`src/lrcr_pkg.sv`:
```
package lrcr_pkg;

    // Grid and coordinate sizing.
    localparam int GRID_SIZE = 64;
    localparam int COORD_W   = 6;

    // Signed width of the doubled cross-product error term.
    localparam int DERR_W    = 15;

    // Depth of the command queue between front and back.
    localparam int QDEPTH    = 2;
    localparam int QPTR_W    = (QDEPTH > 1) ? $clog2(QDEPTH) : 1;
    localparam int QCNT_W    = $clog2(QDEPTH + 1);

    typedef logic [COORD_W-1:0] t_coord;

    // One classified line command, ordered so that the column rises.
    typedef struct packed {
        t_coord c0;
        t_coord r0;
        t_coord c1;
        t_coord span;
        t_coord rise;
        logic   down;
    } t_cmd;

    // Saturates a coordinate to the last grid position.
    function automatic t_coord clamp_coord(input t_coord v);
        t_coord res;
        res = v;
        if (int'(v) > GRID_SIZE - 1) begin
            res = COORD_W'(GRID_SIZE - 1);
        end
        return res;
    endfunction

endpackage

```
`src/lrcr_cmd_if.sv`:
```
interface lrcr_cmd_if import lrcr_pkg::*; ();
    logic   valid;
    logic   ready;
    t_coord start_col;
    t_coord start_row;
    t_coord end_col;
    t_coord end_row;

    modport source (output valid, output start_col, output start_row,
                    output end_col, output end_row, input ready);
    modport sink   (input valid, input start_col, input start_row,
                    input end_col, input end_row, output ready);
endinterface

```
`src/lrcr_run_if.sv`:
```
interface lrcr_run_if import lrcr_pkg::*; ();
    logic   valid;
    logic   ready;
    t_coord column;
    t_coord row_first;
    t_coord row_last;
    logic   last;

    modport source (output valid, output column, output row_first,
                    output row_last, output last, input ready);
    modport sink   (input valid, input column, input row_first,
                    input row_last, input last, output ready);
endinterface

```
`src/lrcr_front.sv`:
```
module lrcr_front import lrcr_pkg::*; (
    lrcr_cmd_if.sink i_cmd,
    output logic     o_valid,
    output t_cmd     o_cmd,
    input  logic     i_ready
);

    t_coord sc;
    t_coord sr;
    t_coord ec;
    t_coord er;
    t_coord c0;
    t_coord r0;
    t_coord c1;
    t_coord r1;

    // Saturate the endpoints and order them so the column rises.
    always_comb begin
        sc = clamp_coord(i_cmd.start_col);
        sr = clamp_coord(i_cmd.start_row);
        ec = clamp_coord(i_cmd.end_col);
        er = clamp_coord(i_cmd.end_row);
        if (sc > ec) begin
            c0 = ec;
            r0 = er;
            c1 = sc;
            r1 = sr;
        end else begin
            c0 = sc;
            r0 = sr;
            c1 = ec;
            r1 = er;
        end
    end

    // Column span, row rise and row direction of the ordered line.
    always_comb begin
        o_cmd.c0   = c0;
        o_cmd.r0   = r0;
        o_cmd.c1   = c1;
        o_cmd.span = c1 - c0;
        o_cmd.down = (r1 < r0);
        o_cmd.rise = (r1 < r0) ? (r0 - r1) : (r1 - r0);
    end

    assign o_valid     = i_cmd.valid;
    assign i_cmd.ready = i_ready;

endmodule

```
`src/lrcr_queue.sv`:
```
module lrcr_queue import lrcr_pkg::*; (
    input  logic i_clk,
    input  logic i_rst_n,
    input  logic i_valid,
    output logic o_ready,
    input  t_cmd i_cmd,
    output logic o_valid,
    input  logic i_ready,
    output t_cmd o_cmd
);

    t_cmd              r_mem [QDEPTH];
    logic [QPTR_W-1:0] r_wr_ptr;
    logic [QPTR_W-1:0] r_rd_ptr;
    logic [QCNT_W-1:0] r_count;
    logic              wr_en;
    logic              rd_en;

    assign o_ready = (r_count != QCNT_W'(QDEPTH));
    assign o_valid = (r_count != '0);
    assign o_cmd   = r_mem[r_rd_ptr];
    assign wr_en   = i_valid && o_ready;
    assign rd_en   = o_valid && i_ready;

    // Entry storage.
    always_ff @(posedge i_clk) begin
        if (wr_en) begin
            r_mem[r_wr_ptr] <= i_cmd;
        end
    end

    // Pointers and fill count.
    always_ff @(posedge i_clk) begin
        if (!i_rst_n) begin
            r_wr_ptr <= '0;
            r_rd_ptr <= '0;
            r_count  <= '0;
        end else begin
            if (wr_en) begin
                r_wr_ptr <= (r_wr_ptr == QPTR_W'(QDEPTH - 1)) ? '0 : r_wr_ptr + 1'b1;
            end
            if (rd_en) begin
                r_rd_ptr <= (r_rd_ptr == QPTR_W'(QDEPTH - 1)) ? '0 : r_rd_ptr + 1'b1;
            end
            if (wr_en && !rd_en) begin
                r_count <= r_count + 1'b1;
            end else if (rd_en && !wr_en) begin
                r_count <= r_count - 1'b1;
            end
        end
    end

    // The fill count never passes the queue depth.
    a_count_bound: assert property (@(posedge i_clk) disable iff (!i_rst_n)
        r_count <= QCNT_W'(QDEPTH))
        else $error("command queue overfilled");

endmodule

```
`src/lrcr_back.sv`:
```
module lrcr_back import lrcr_pkg::*; (
    input  logic       i_clk,
    input  logic       i_rst_n,
    input  logic       i_valid,
    output logic       o_ready,
    input  t_cmd       i_cmd,
    lrcr_run_if.source o_run
);

    localparam logic ST_IDLE = 1'b0;
    localparam logic ST_RUN  = 1'b1;

    logic                     r_state;
    logic                     n_state;
    t_cmd                     r_cmd;
    t_cmd                     n_cmd;
    t_coord                   r_col;
    t_coord                   n_col;
    t_coord                   r_cur;
    t_coord                   n_cur;
    t_coord                   r_k;
    t_coord                   n_k;
    t_coord                   r_first;
    t_coord                   n_first;
    logic                     r_stepped;
    logic                     n_stepped;
    logic signed [DERR_W-1:0] r_d;
    logic signed [DERR_W-1:0] n_d;
    logic                     r_out_valid;
    logic                     n_out_valid;
    t_coord                   r_out_col;
    t_coord                   n_out_col;
    t_coord                   r_out_first;
    t_coord                   n_out_first;
    t_coord                   r_out_last_row;
    t_coord                   n_out_last_row;
    logic                     r_out_last;
    logic                     n_out_last;

    logic                     step;
    logic                     can_out;
    logic                     emit;
    t_coord                   cur_next;
    logic        [DERR_W-1:0] two_span;
    logic        [DERR_W-1:0] two_rise;

    // Step while the end row is not reached and the next row is no worse.
    assign step     = (r_k < r_cmd.rise) && !r_d[DERR_W-1];
    assign can_out  = !r_out_valid || o_run.ready;
    assign emit     = (r_state == ST_RUN) && !step && can_out;
    assign cur_next = r_cmd.down ? (r_cur - 1'b1) : (r_cur + 1'b1);
    assign two_span = DERR_W'({r_cmd.span, 1'b0});
    assign two_rise = DERR_W'({r_cmd.rise, 1'b0});
    assign o_ready  = (r_state == ST_IDLE);

    // Sequencer: one row step or one column result per cycle, unless a column result is held by a stalled output.
    always_comb begin
        n_state        = r_state;
        n_cmd          = r_cmd;
        n_col          = r_col;
        n_cur          = r_cur;
        n_k            = r_k;
        n_first        = r_first;
        n_stepped      = r_stepped;
        n_d            = r_d;
        n_out_valid    = r_out_valid && !o_run.ready;
        n_out_col      = r_out_col;
        n_out_first    = r_out_first;
        n_out_last_row = r_out_last_row;
        n_out_last     = r_out_last;
        case (r_state)
            ST_IDLE: begin
                if (i_valid) begin
                    n_state   = ST_RUN;
                    n_cmd     = i_cmd;
                    n_col     = i_cmd.c0;
                    n_cur     = i_cmd.r0;
                    n_first   = i_cmd.r0;
                    n_k       = '0;
                    n_stepped = 1'b0;
                    n_d       = -$signed(DERR_W'({1'b0, i_cmd.span}));
                end
            end
            ST_RUN: begin
                if (step) begin
                    n_cur     = cur_next;
                    n_k       = r_k + 1'b1;
                    n_d       = r_d - $signed(two_span);
                    n_stepped = 1'b1;
                    if (!r_stepped && (r_col != r_cmd.c0)) begin
                        n_first = cur_next;
                    end
                end else if (can_out) begin
                    n_out_valid    = 1'b1;
                    n_out_col      = r_col;
                    n_out_first    = r_first;
                    n_out_last_row = r_cur;
                    n_out_last     = (r_col == r_cmd.c1);
                    if (r_col == r_cmd.c1) begin
                        n_state = ST_IDLE;
                    end else begin
                        n_col     = r_col + 1'b1;
                        n_d       = r_d + $signed(two_rise);
                        n_first   = r_cur;
                        n_stepped = 1'b0;
                    end
                end
            end
            default: begin
                n_state = ST_IDLE;
            end
        endcase
    end

    // Control registers.
    always_ff @(posedge i_clk) begin
        if (!i_rst_n) begin
            r_state     <= ST_IDLE;
            r_out_valid <= 1'b0;
        end else begin
            r_state     <= n_state;
            r_out_valid <= n_out_valid;
        end
    end

    // Working and output payload registers.
    always_ff @(posedge i_clk) begin
        r_cmd          <= n_cmd;
        r_col          <= n_col;
        r_cur          <= n_cur;
        r_k            <= n_k;
        r_first        <= n_first;
        r_stepped      <= n_stepped;
        r_d            <= n_d;
        r_out_col      <= n_out_col;
        r_out_first    <= n_out_first;
        r_out_last_row <= n_out_last_row;
        r_out_last     <= n_out_last;
    end

    assign o_run.valid     = r_out_valid;
    assign o_run.column    = r_out_col;
    assign o_run.row_first = r_out_first;
    assign o_run.row_last  = r_out_last_row;
    assign o_run.last      = r_out_last;

    // The row never travels past the end row.
    a_k_bound: assert property (@(posedge i_clk) disable iff (!i_rst_n)
        (r_state == ST_RUN) |-> (r_k <= r_cmd.rise))
        else $error("row stepped past the end row");

    // A step taken in this column implies the row has moved off the start.
    a_step_moved: assert property (@(posedge i_clk) disable iff (!i_rst_n)
        ((r_state == ST_RUN) && r_stepped) |-> (r_k != '0))
        else $error("step flag set without a row step");

    // Emitting the final column returns the sequencer to idle.
    a_done_idle: assert property (@(posedge i_clk) disable iff (!i_rst_n)
        (emit && (r_col == r_cmd.c1)) |=> (r_state == ST_IDLE) && r_out_last)
        else $error("line did not finish after its final column");

endmodule

```
`src/line_raster_column_runs_top.sv`:
```
// Flow: an accepted line passes the command queue into the back sequencer, which
// registers each column word at the output after the row steps of that column.
// Throughput: the back sequencer evaluates one row step or column per cycle while
// the output is not stalled, and takes a new line only once the last one is done.
// Reset: synchronous, active low; empties the command queue, idles the sequencer
// and drops any pending output word.
module line_raster_column_runs_top import lrcr_pkg::*; (
    input  logic       i_clk,
    input  logic       i_rst_n,
    lrcr_cmd_if.sink   i_cmd,
    lrcr_run_if.source o_run
);

    logic f_valid;
    logic f_ready;
    t_cmd f_cmd;
    logic q_valid;
    logic q_ready;
    t_cmd q_cmd;

    // Classify incoming line commands.
    lrcr_front u_front (
        .i_cmd   (i_cmd),
        .o_valid (f_valid),
        .o_cmd   (f_cmd),
        .i_ready (f_ready)
    );

    // Short queue decoupling front and back.
    lrcr_queue u_queue (
        .i_clk   (i_clk),
        .i_rst_n (i_rst_n),
        .i_valid (f_valid),
        .o_ready (f_ready),
        .i_cmd   (f_cmd),
        .o_valid (q_valid),
        .i_ready (q_ready),
        .o_cmd   (q_cmd)
    );

    // Walk the columns and emit one run word per column.
    lrcr_back u_back (
        .i_clk   (i_clk),
        .i_rst_n (i_rst_n),
        .i_valid (q_valid),
        .o_ready (q_ready),
        .i_cmd   (q_cmd),
        .o_run   (o_run)
    );

endmodule
```
`src/flat_wrapper.sv`:
```
// flat-port wrapper written by rule: the top's interface ports become plain ports
module line_raster_column_runs_top_flat import lrcr_pkg::*;
  (i_clk, i_rst_n, i_cmd_valid, i_cmd_start_col, i_cmd_start_row, i_cmd_end_col, i_cmd_end_row, i_cmd_ready, o_run_valid, o_run_column, o_run_row_first, o_run_row_last, o_run_last, o_run_ready);
  lrcr_cmd_if i_cmd_i ();
  lrcr_run_if o_run_i ();
  input  logic i_clk;
  input  logic i_rst_n;
  input wire logic [$bits(i_cmd_i.valid)-1:0] i_cmd_valid;
  input wire logic [$bits(i_cmd_i.start_col)-1:0] i_cmd_start_col;
  input wire logic [$bits(i_cmd_i.start_row)-1:0] i_cmd_start_row;
  input wire logic [$bits(i_cmd_i.end_col)-1:0] i_cmd_end_col;
  input wire logic [$bits(i_cmd_i.end_row)-1:0] i_cmd_end_row;
  output wire logic [$bits(i_cmd_i.ready)-1:0] i_cmd_ready;
  output wire logic [$bits(o_run_i.valid)-1:0] o_run_valid;
  output wire logic [$bits(o_run_i.column)-1:0] o_run_column;
  output wire logic [$bits(o_run_i.row_first)-1:0] o_run_row_first;
  output wire logic [$bits(o_run_i.row_last)-1:0] o_run_row_last;
  output wire logic [$bits(o_run_i.last)-1:0] o_run_last;
  input wire logic [$bits(o_run_i.ready)-1:0] o_run_ready;
  assign i_cmd_i.valid = i_cmd_valid;
  assign i_cmd_i.start_col = i_cmd_start_col;
  assign i_cmd_i.start_row = i_cmd_start_row;
  assign i_cmd_i.end_col = i_cmd_end_col;
  assign i_cmd_i.end_row = i_cmd_end_row;
  assign i_cmd_ready = i_cmd_i.ready;
  assign o_run_valid = o_run_i.valid;
  assign o_run_column = o_run_i.column;
  assign o_run_row_first = o_run_i.row_first;
  assign o_run_row_last = o_run_i.row_last;
  assign o_run_last = o_run_i.last;
  assign o_run_i.ready = o_run_ready;
  line_raster_column_runs_top u_core (.i_clk(i_clk), .i_rst_n(i_rst_n), .i_cmd(i_cmd_i), .o_run(o_run_i));
endmodule
```
`config.mk`:
```
export PLATFORM = sky130hd
export DESIGN_NAME = line_raster_column_runs_top_flat
export DESIGN_NICKNAME = d
export VERILOG_FILES = /design/src/lrcr_pkg.sv /design/src/lrcr_cmd_if.sv /design/src/lrcr_run_if.sv /design/src/lrcr_front.sv /design/src/lrcr_queue.sv /design/src/lrcr_back.sv /design/src/line_raster_column_runs_top.sv /design/src/flat_wrapper.sv
export SDC_FILE = /design/constraint.sdc
export NUM_CORES = 1
export LEC_CHECK = 0
export BUFFER_PORTS_ARGS = -buffer_cell sky130_fd_sc_hd__buf_2
export CAP_MARGIN = 20
export CELL_PAD_IN_SITES_DETAIL_PLACEMENT = 1
export CELL_PAD_IN_SITES_GLOBAL_PLACEMENT = 2
export CORE_UTILIZATION = 37
export CTS_CLUSTER_DIAMETER = 150
export DETAILED_ROUTE_END_ITERATION = 10
export GPL_TIMING_DRIVEN = 0
export PLACE_DENSITY_LB_ADDON = 0.1
export SLEW_MARGIN = 20
export SYNTH_ARGS = -nofsm -noshare
export SYNTH_HDL_FRONTEND = slang
export SYNTH_SLANG_ARGS = --single-unit
```
`constraint.sdc`:
```
create_clock -name i_clk -period 6 [get_ports i_clk]
set_input_delay 1.2 -clock i_clk [delete_from_list [all_inputs] [get_ports i_clk]]
set_output_delay 1.2 -clock i_clk [all_outputs]
set_load 0.02 [all_outputs]
```
==> impl_metrics.py <==
metrics = {
    "timing": {
        "setup_viol": 0,
        "rsz0062_at_grt": "false",
        "skew_ns": 0.00970,
        "worst_pin_slew_ns": 0.941,
        "drv_slew": 0,
        "holdWs_ns": 0.423,
        "relSlewSlack": 0.370,
        "hold_viol": 0,
        "max_clock_freq_ghz": 0.186,
        "period_needed_ns": 5.39,
        "setup-tns-final_ns": 0,
        "period_share": 0.898,
    },
    "synth": {
        "yosys.area.top_type": "edfxtp_1",
        "yosysWarningCount": 0,
        "synthesis.nets": 740,
        "synth_top_area_frac": 0.538,
        "synth_edf_count": 145,
        "synth_area_leaders": "edfxtp_1 (54%), ha_1 (6.2%), mux2_2 (3.8%)",
        "postSynth.asyncResetShare": 0,
        "syn_area_mm2": 0.00809,
        "synth_cell_types": 60,
        "syn_area_per_cell_um2": 12.1,
        "synth_seq_cells": 152,
        "synthFlopType": "edfxtp_1",
        "syn_inst": 670,
        "synth-seq-area-share": 0.556,
    },
    "cells_and_area": {
        "drive_gt1_frac": 0.189,
        "area_growth_pct": 15.6,
        "n_fill_cell": 2285,
        "antenna_cells": 0,
        "mostFrequentLayoutCell": "edfxtp_1",
        "fin_nets": 810,
        "final_cell_mix": "edfxtp_1 (145), nand2_1 (52), buf_2 (50)",
    },
    "setup_path": {
        "worst_setup_path_end_kind": "flip-flop",
        "slowest_stage": "a211oi_2",
        "max_stage_delay_ns": 0.59,
        "cp-start-kind": "flip-flop",
        "arrival_ns": 5.54,
        "critPathRequiredTime_ns": 6.15,
        "path_class": "flip-flop to flip-flop",
        "critPathMostFrequentCell": "a21o_1",
        "worstPathCellList": "inv_1, ha_1, a21o_1, a21o_1, a21o_1, a21o_1, a211oi_2, clkbuf_1, nand2_1, o21ai_0, ha_1, inv_1, fa_1, a21o_1, a21oi_1, nor2b_1, o21a_1, o22a_1, a211oi_1, a211oi_1, xnor2_1, mux2i_1",
        "cpLargestDelayFamily": "compound AO/OA/AOI/OAI gates",
        "path_buf_inv": 3,
        "critPathMaxFanout": 10,
    },
    "power_and_ir_drop": {
        "cellLeakagePower_nw": 3.66,
        "pwr-share-clk": 0.202,
        "combPwrFrac": 0.438,
        "switching_share": 0.383,
        "ir_drop_v": 0.000185,
        "seq_power_share": 0.360,
        "p_int_mw": 3.27,
        "p_sw_mw": 2.03,
        "p_per_area_mw_per_mm2": 567,
    },
    "global_routing": {
        "grt_pass1_wl_um": 29200,
        "gr-total-overflow": 0,
        "grt_max_degree": 32,
        "antenna_found_initial": 0,
        "grt_util_all_layers": 0.173,
        "grt_pass1_vias": 5539,
    },
    "detailed_routing": {
        "drt_first_pass_iters": 4,
        "vias_per_cell": 5.11,
        "routed_wl_um": 18400,
        "vias": 5256,
        "drtIter0Drc": 178,
        "ant_nets": 0,
        "drc": 0,
        "avgRoutedWirePerCell_um": 17.9,
    },
    "clocking": {
        "clkTransAtPathRegs_ns": 0.07,
        "cts_root_buf": "clkbuf_16",
        "htreeDepth": 4,
        "cts_buffer_depth": 2,
        "cts_setup_buffers": 0,
        "tritoncts": "done",
        "postCtsHoldBufs": 0,
        "cts-buffers-inserted": 17,
        "clkLatencyLatePin_ns": 0.43,
        "cts_sinks": 152,
        "cts-resized-gates": 0,
    },
    "hold_path": {
        "holdCritPathClass": "flip-flop to flip-flop",
    },
    "outcome": {
        "run_status": "finished, final reports clean",
    },
    "floorplan": {
        "std_cell_rows": 53,
        "die_area_mm2": 0.0225,
        "die_h_um": 150,
        "die_x_um": 150,
        "start_util": 0.381,
        "io_pins": 49,
        "core_area_mm2": 0.0212,
    },
    "placement": {
        "numPortBuffers": 47,
        "dp_hpwl_um": 14100,
        "gp_congestion": 0.795,
    },
    "job": {
        "cap_violations": 0,
    },
}
[routing by layer]
layer  GRT usage  wire length, um
met1       0.218             8660
met3      0.0323              549
met2       0.299             9010
met5           0                0
met4      0.0571              218
[stage by stage]
step           setup slack (ns)  instances  power, mW   util  area, um2
2_1_floorplan              1.37        670       3.60      -       8090
3_3_place_gp              0.532        992       4.15  0.408       8670
3_5_place_dp              0.541        994       4.26  0.411       8730
4_1_cts                   0.514       1026       5.36  0.440       9330
5_1_grt                   0.215       1028       5.69  0.440       9350
6_report                  0.611       1028       5.30  0.440       9350
[area by class of cell]
cell class	count	area (um2)	share of cell area
plain buffers	23	136	0.0146
inverters	40	150	0.0161
repair buffers	51	295	0.0316
well taps	275	344	0.0368
multi-input cells	455	3330	0.356
flip-flops and latches	152	4490	0.481
clock inverters	15	175	0.0187
clock buffers	17	425	0.0455
[state kept, by name, indices dropped and copies added, names as in the netlist, 2 cells and up, named ones only]
signal and count:
u_core.u_back.r_k 6, u_core.u_back.o_run.column 6, u_core.u_back.r_cmd 25, u_core.u_back.o_run.row_last 6, u_core.u_queue.r_count 2, u_core.u_back.r_d 14
u_core.u_queue.r_mem 62, u_core.u_back.r_cur 6, u_core.u_back.r_first 6, u_core.u_back.r_col 6, u_core.u_back.o_run.row_first 6
[synth_stat cells (2+ instances only)]
| cell type | instances |
|---|---|
| or2b_2 | 4 |
| buf_2 | 2 |
| nor2_1 | 49 |
| o21a_1 | 3 |
| xnor2_1 | 32 |
| clkbuf_1 | 16 |
| o311a_1 | 2 |
| or3_1 | 2 |
| a21o_1 | 20 |
| and2_1 | 5 |
| nor2b_1 | 14 |
| fa_1 | 2 |
| inv_1 | 40 |
| clkbuf_8 | 4 |
| o31ai_1 | 2 |
| and3_1 | 4 |
| dfxtp_1 | 7 |
| xor2_1 | 24 |
| nand3_1 | 15 |
| ha_1 | 40 |
| o21bai_1 | 4 |
| or2_2 | 3 |
| nand2_1 | 52 |
| nand2b_1 | 9 |
| a31o_2 | 2 |
| a211oi_1 | 8 |
| nand4_1 | 2 |
| o21ai_0 | 25 |
| a21oi_1 | 33 |
| a31oi_1 | 9 |
| mux2_2 | 27 |
| mux2i_1 | 24 |
| a211oi_2 | 2 |
| and2b_2 | 2 |
| edfxtp_1 | 145 |
| nor3_1 | 12 |
[worst register-to-register path, cell delays in order, from the launching register on]
cell	delay (ns)
edfxtp_1	0.43
inv_1	0.18
ha_1	0.26
a21o_1	0.16
a21o_1	0.17
a21o_1	0.17
a21o_1	0.18
a211oi_2	0.59
clkbuf_1	0.42
nand2_1	0.09
o21ai_0	0.09
ha_1	0.17
inv_1	0.06
fa_1	0.41
a21o_1	0.20
a21oi_1	0.24
nor2b_1	0.08
o21a_1	0.19
o22a_1	0.21
a211oi_1	0.37
a211oi_1	0.16
xnor2_1	0.19
mux2i_1	0.10
[power groups by stage]
stage | clock network, mW | registers (mW) | logic (mW)
4_1_cts | 1.10 | 1.92 | 2.34
3_5_place_dp | 0 | 1.94 | 2.33
5_1_grt | 1.13 | 1.95 | 2.60
6_report | 1.07 | 1.91 | 2.32
3_3_place_gp | 0 | 1.93 | 2.22
2_1_floorplan | 0 | 1.93 | 1.67
[cells by family after synthesis]
group,count (synthesis),synth area share
simple gates,178,0.105
flops,152,0.556
compound gates,127,0.108
buf+inv,63,0.0354
xor+xnor,56,0.0607
mux,51,0.0673
fa+ha+maj,43,0.0681
[worst paths after layout]
| kind | from | end | slack, ns | cells after the start |
|---|---|---|---|---|
| hold reg to reg | u_core.u_back.r_first[3] | u_core.u_back.o_run.row_first[3] | 0.42 | 0 |
| hold / removal | u_core.u_back.r_first[3] | u_core.u_back.o_run.row_first[3] | 0.42 | 0 |
| setup / recovery | u_core.u_back.r_cmd[2] | u_core.u_back.r_d[13] | 0.61 | 22 |
| setup reg to reg | u_core.u_back.r_cmd[2] | u_core.u_back.r_d[13] | 0.61 | 22 |
Power figures use the tool's default switching activity.
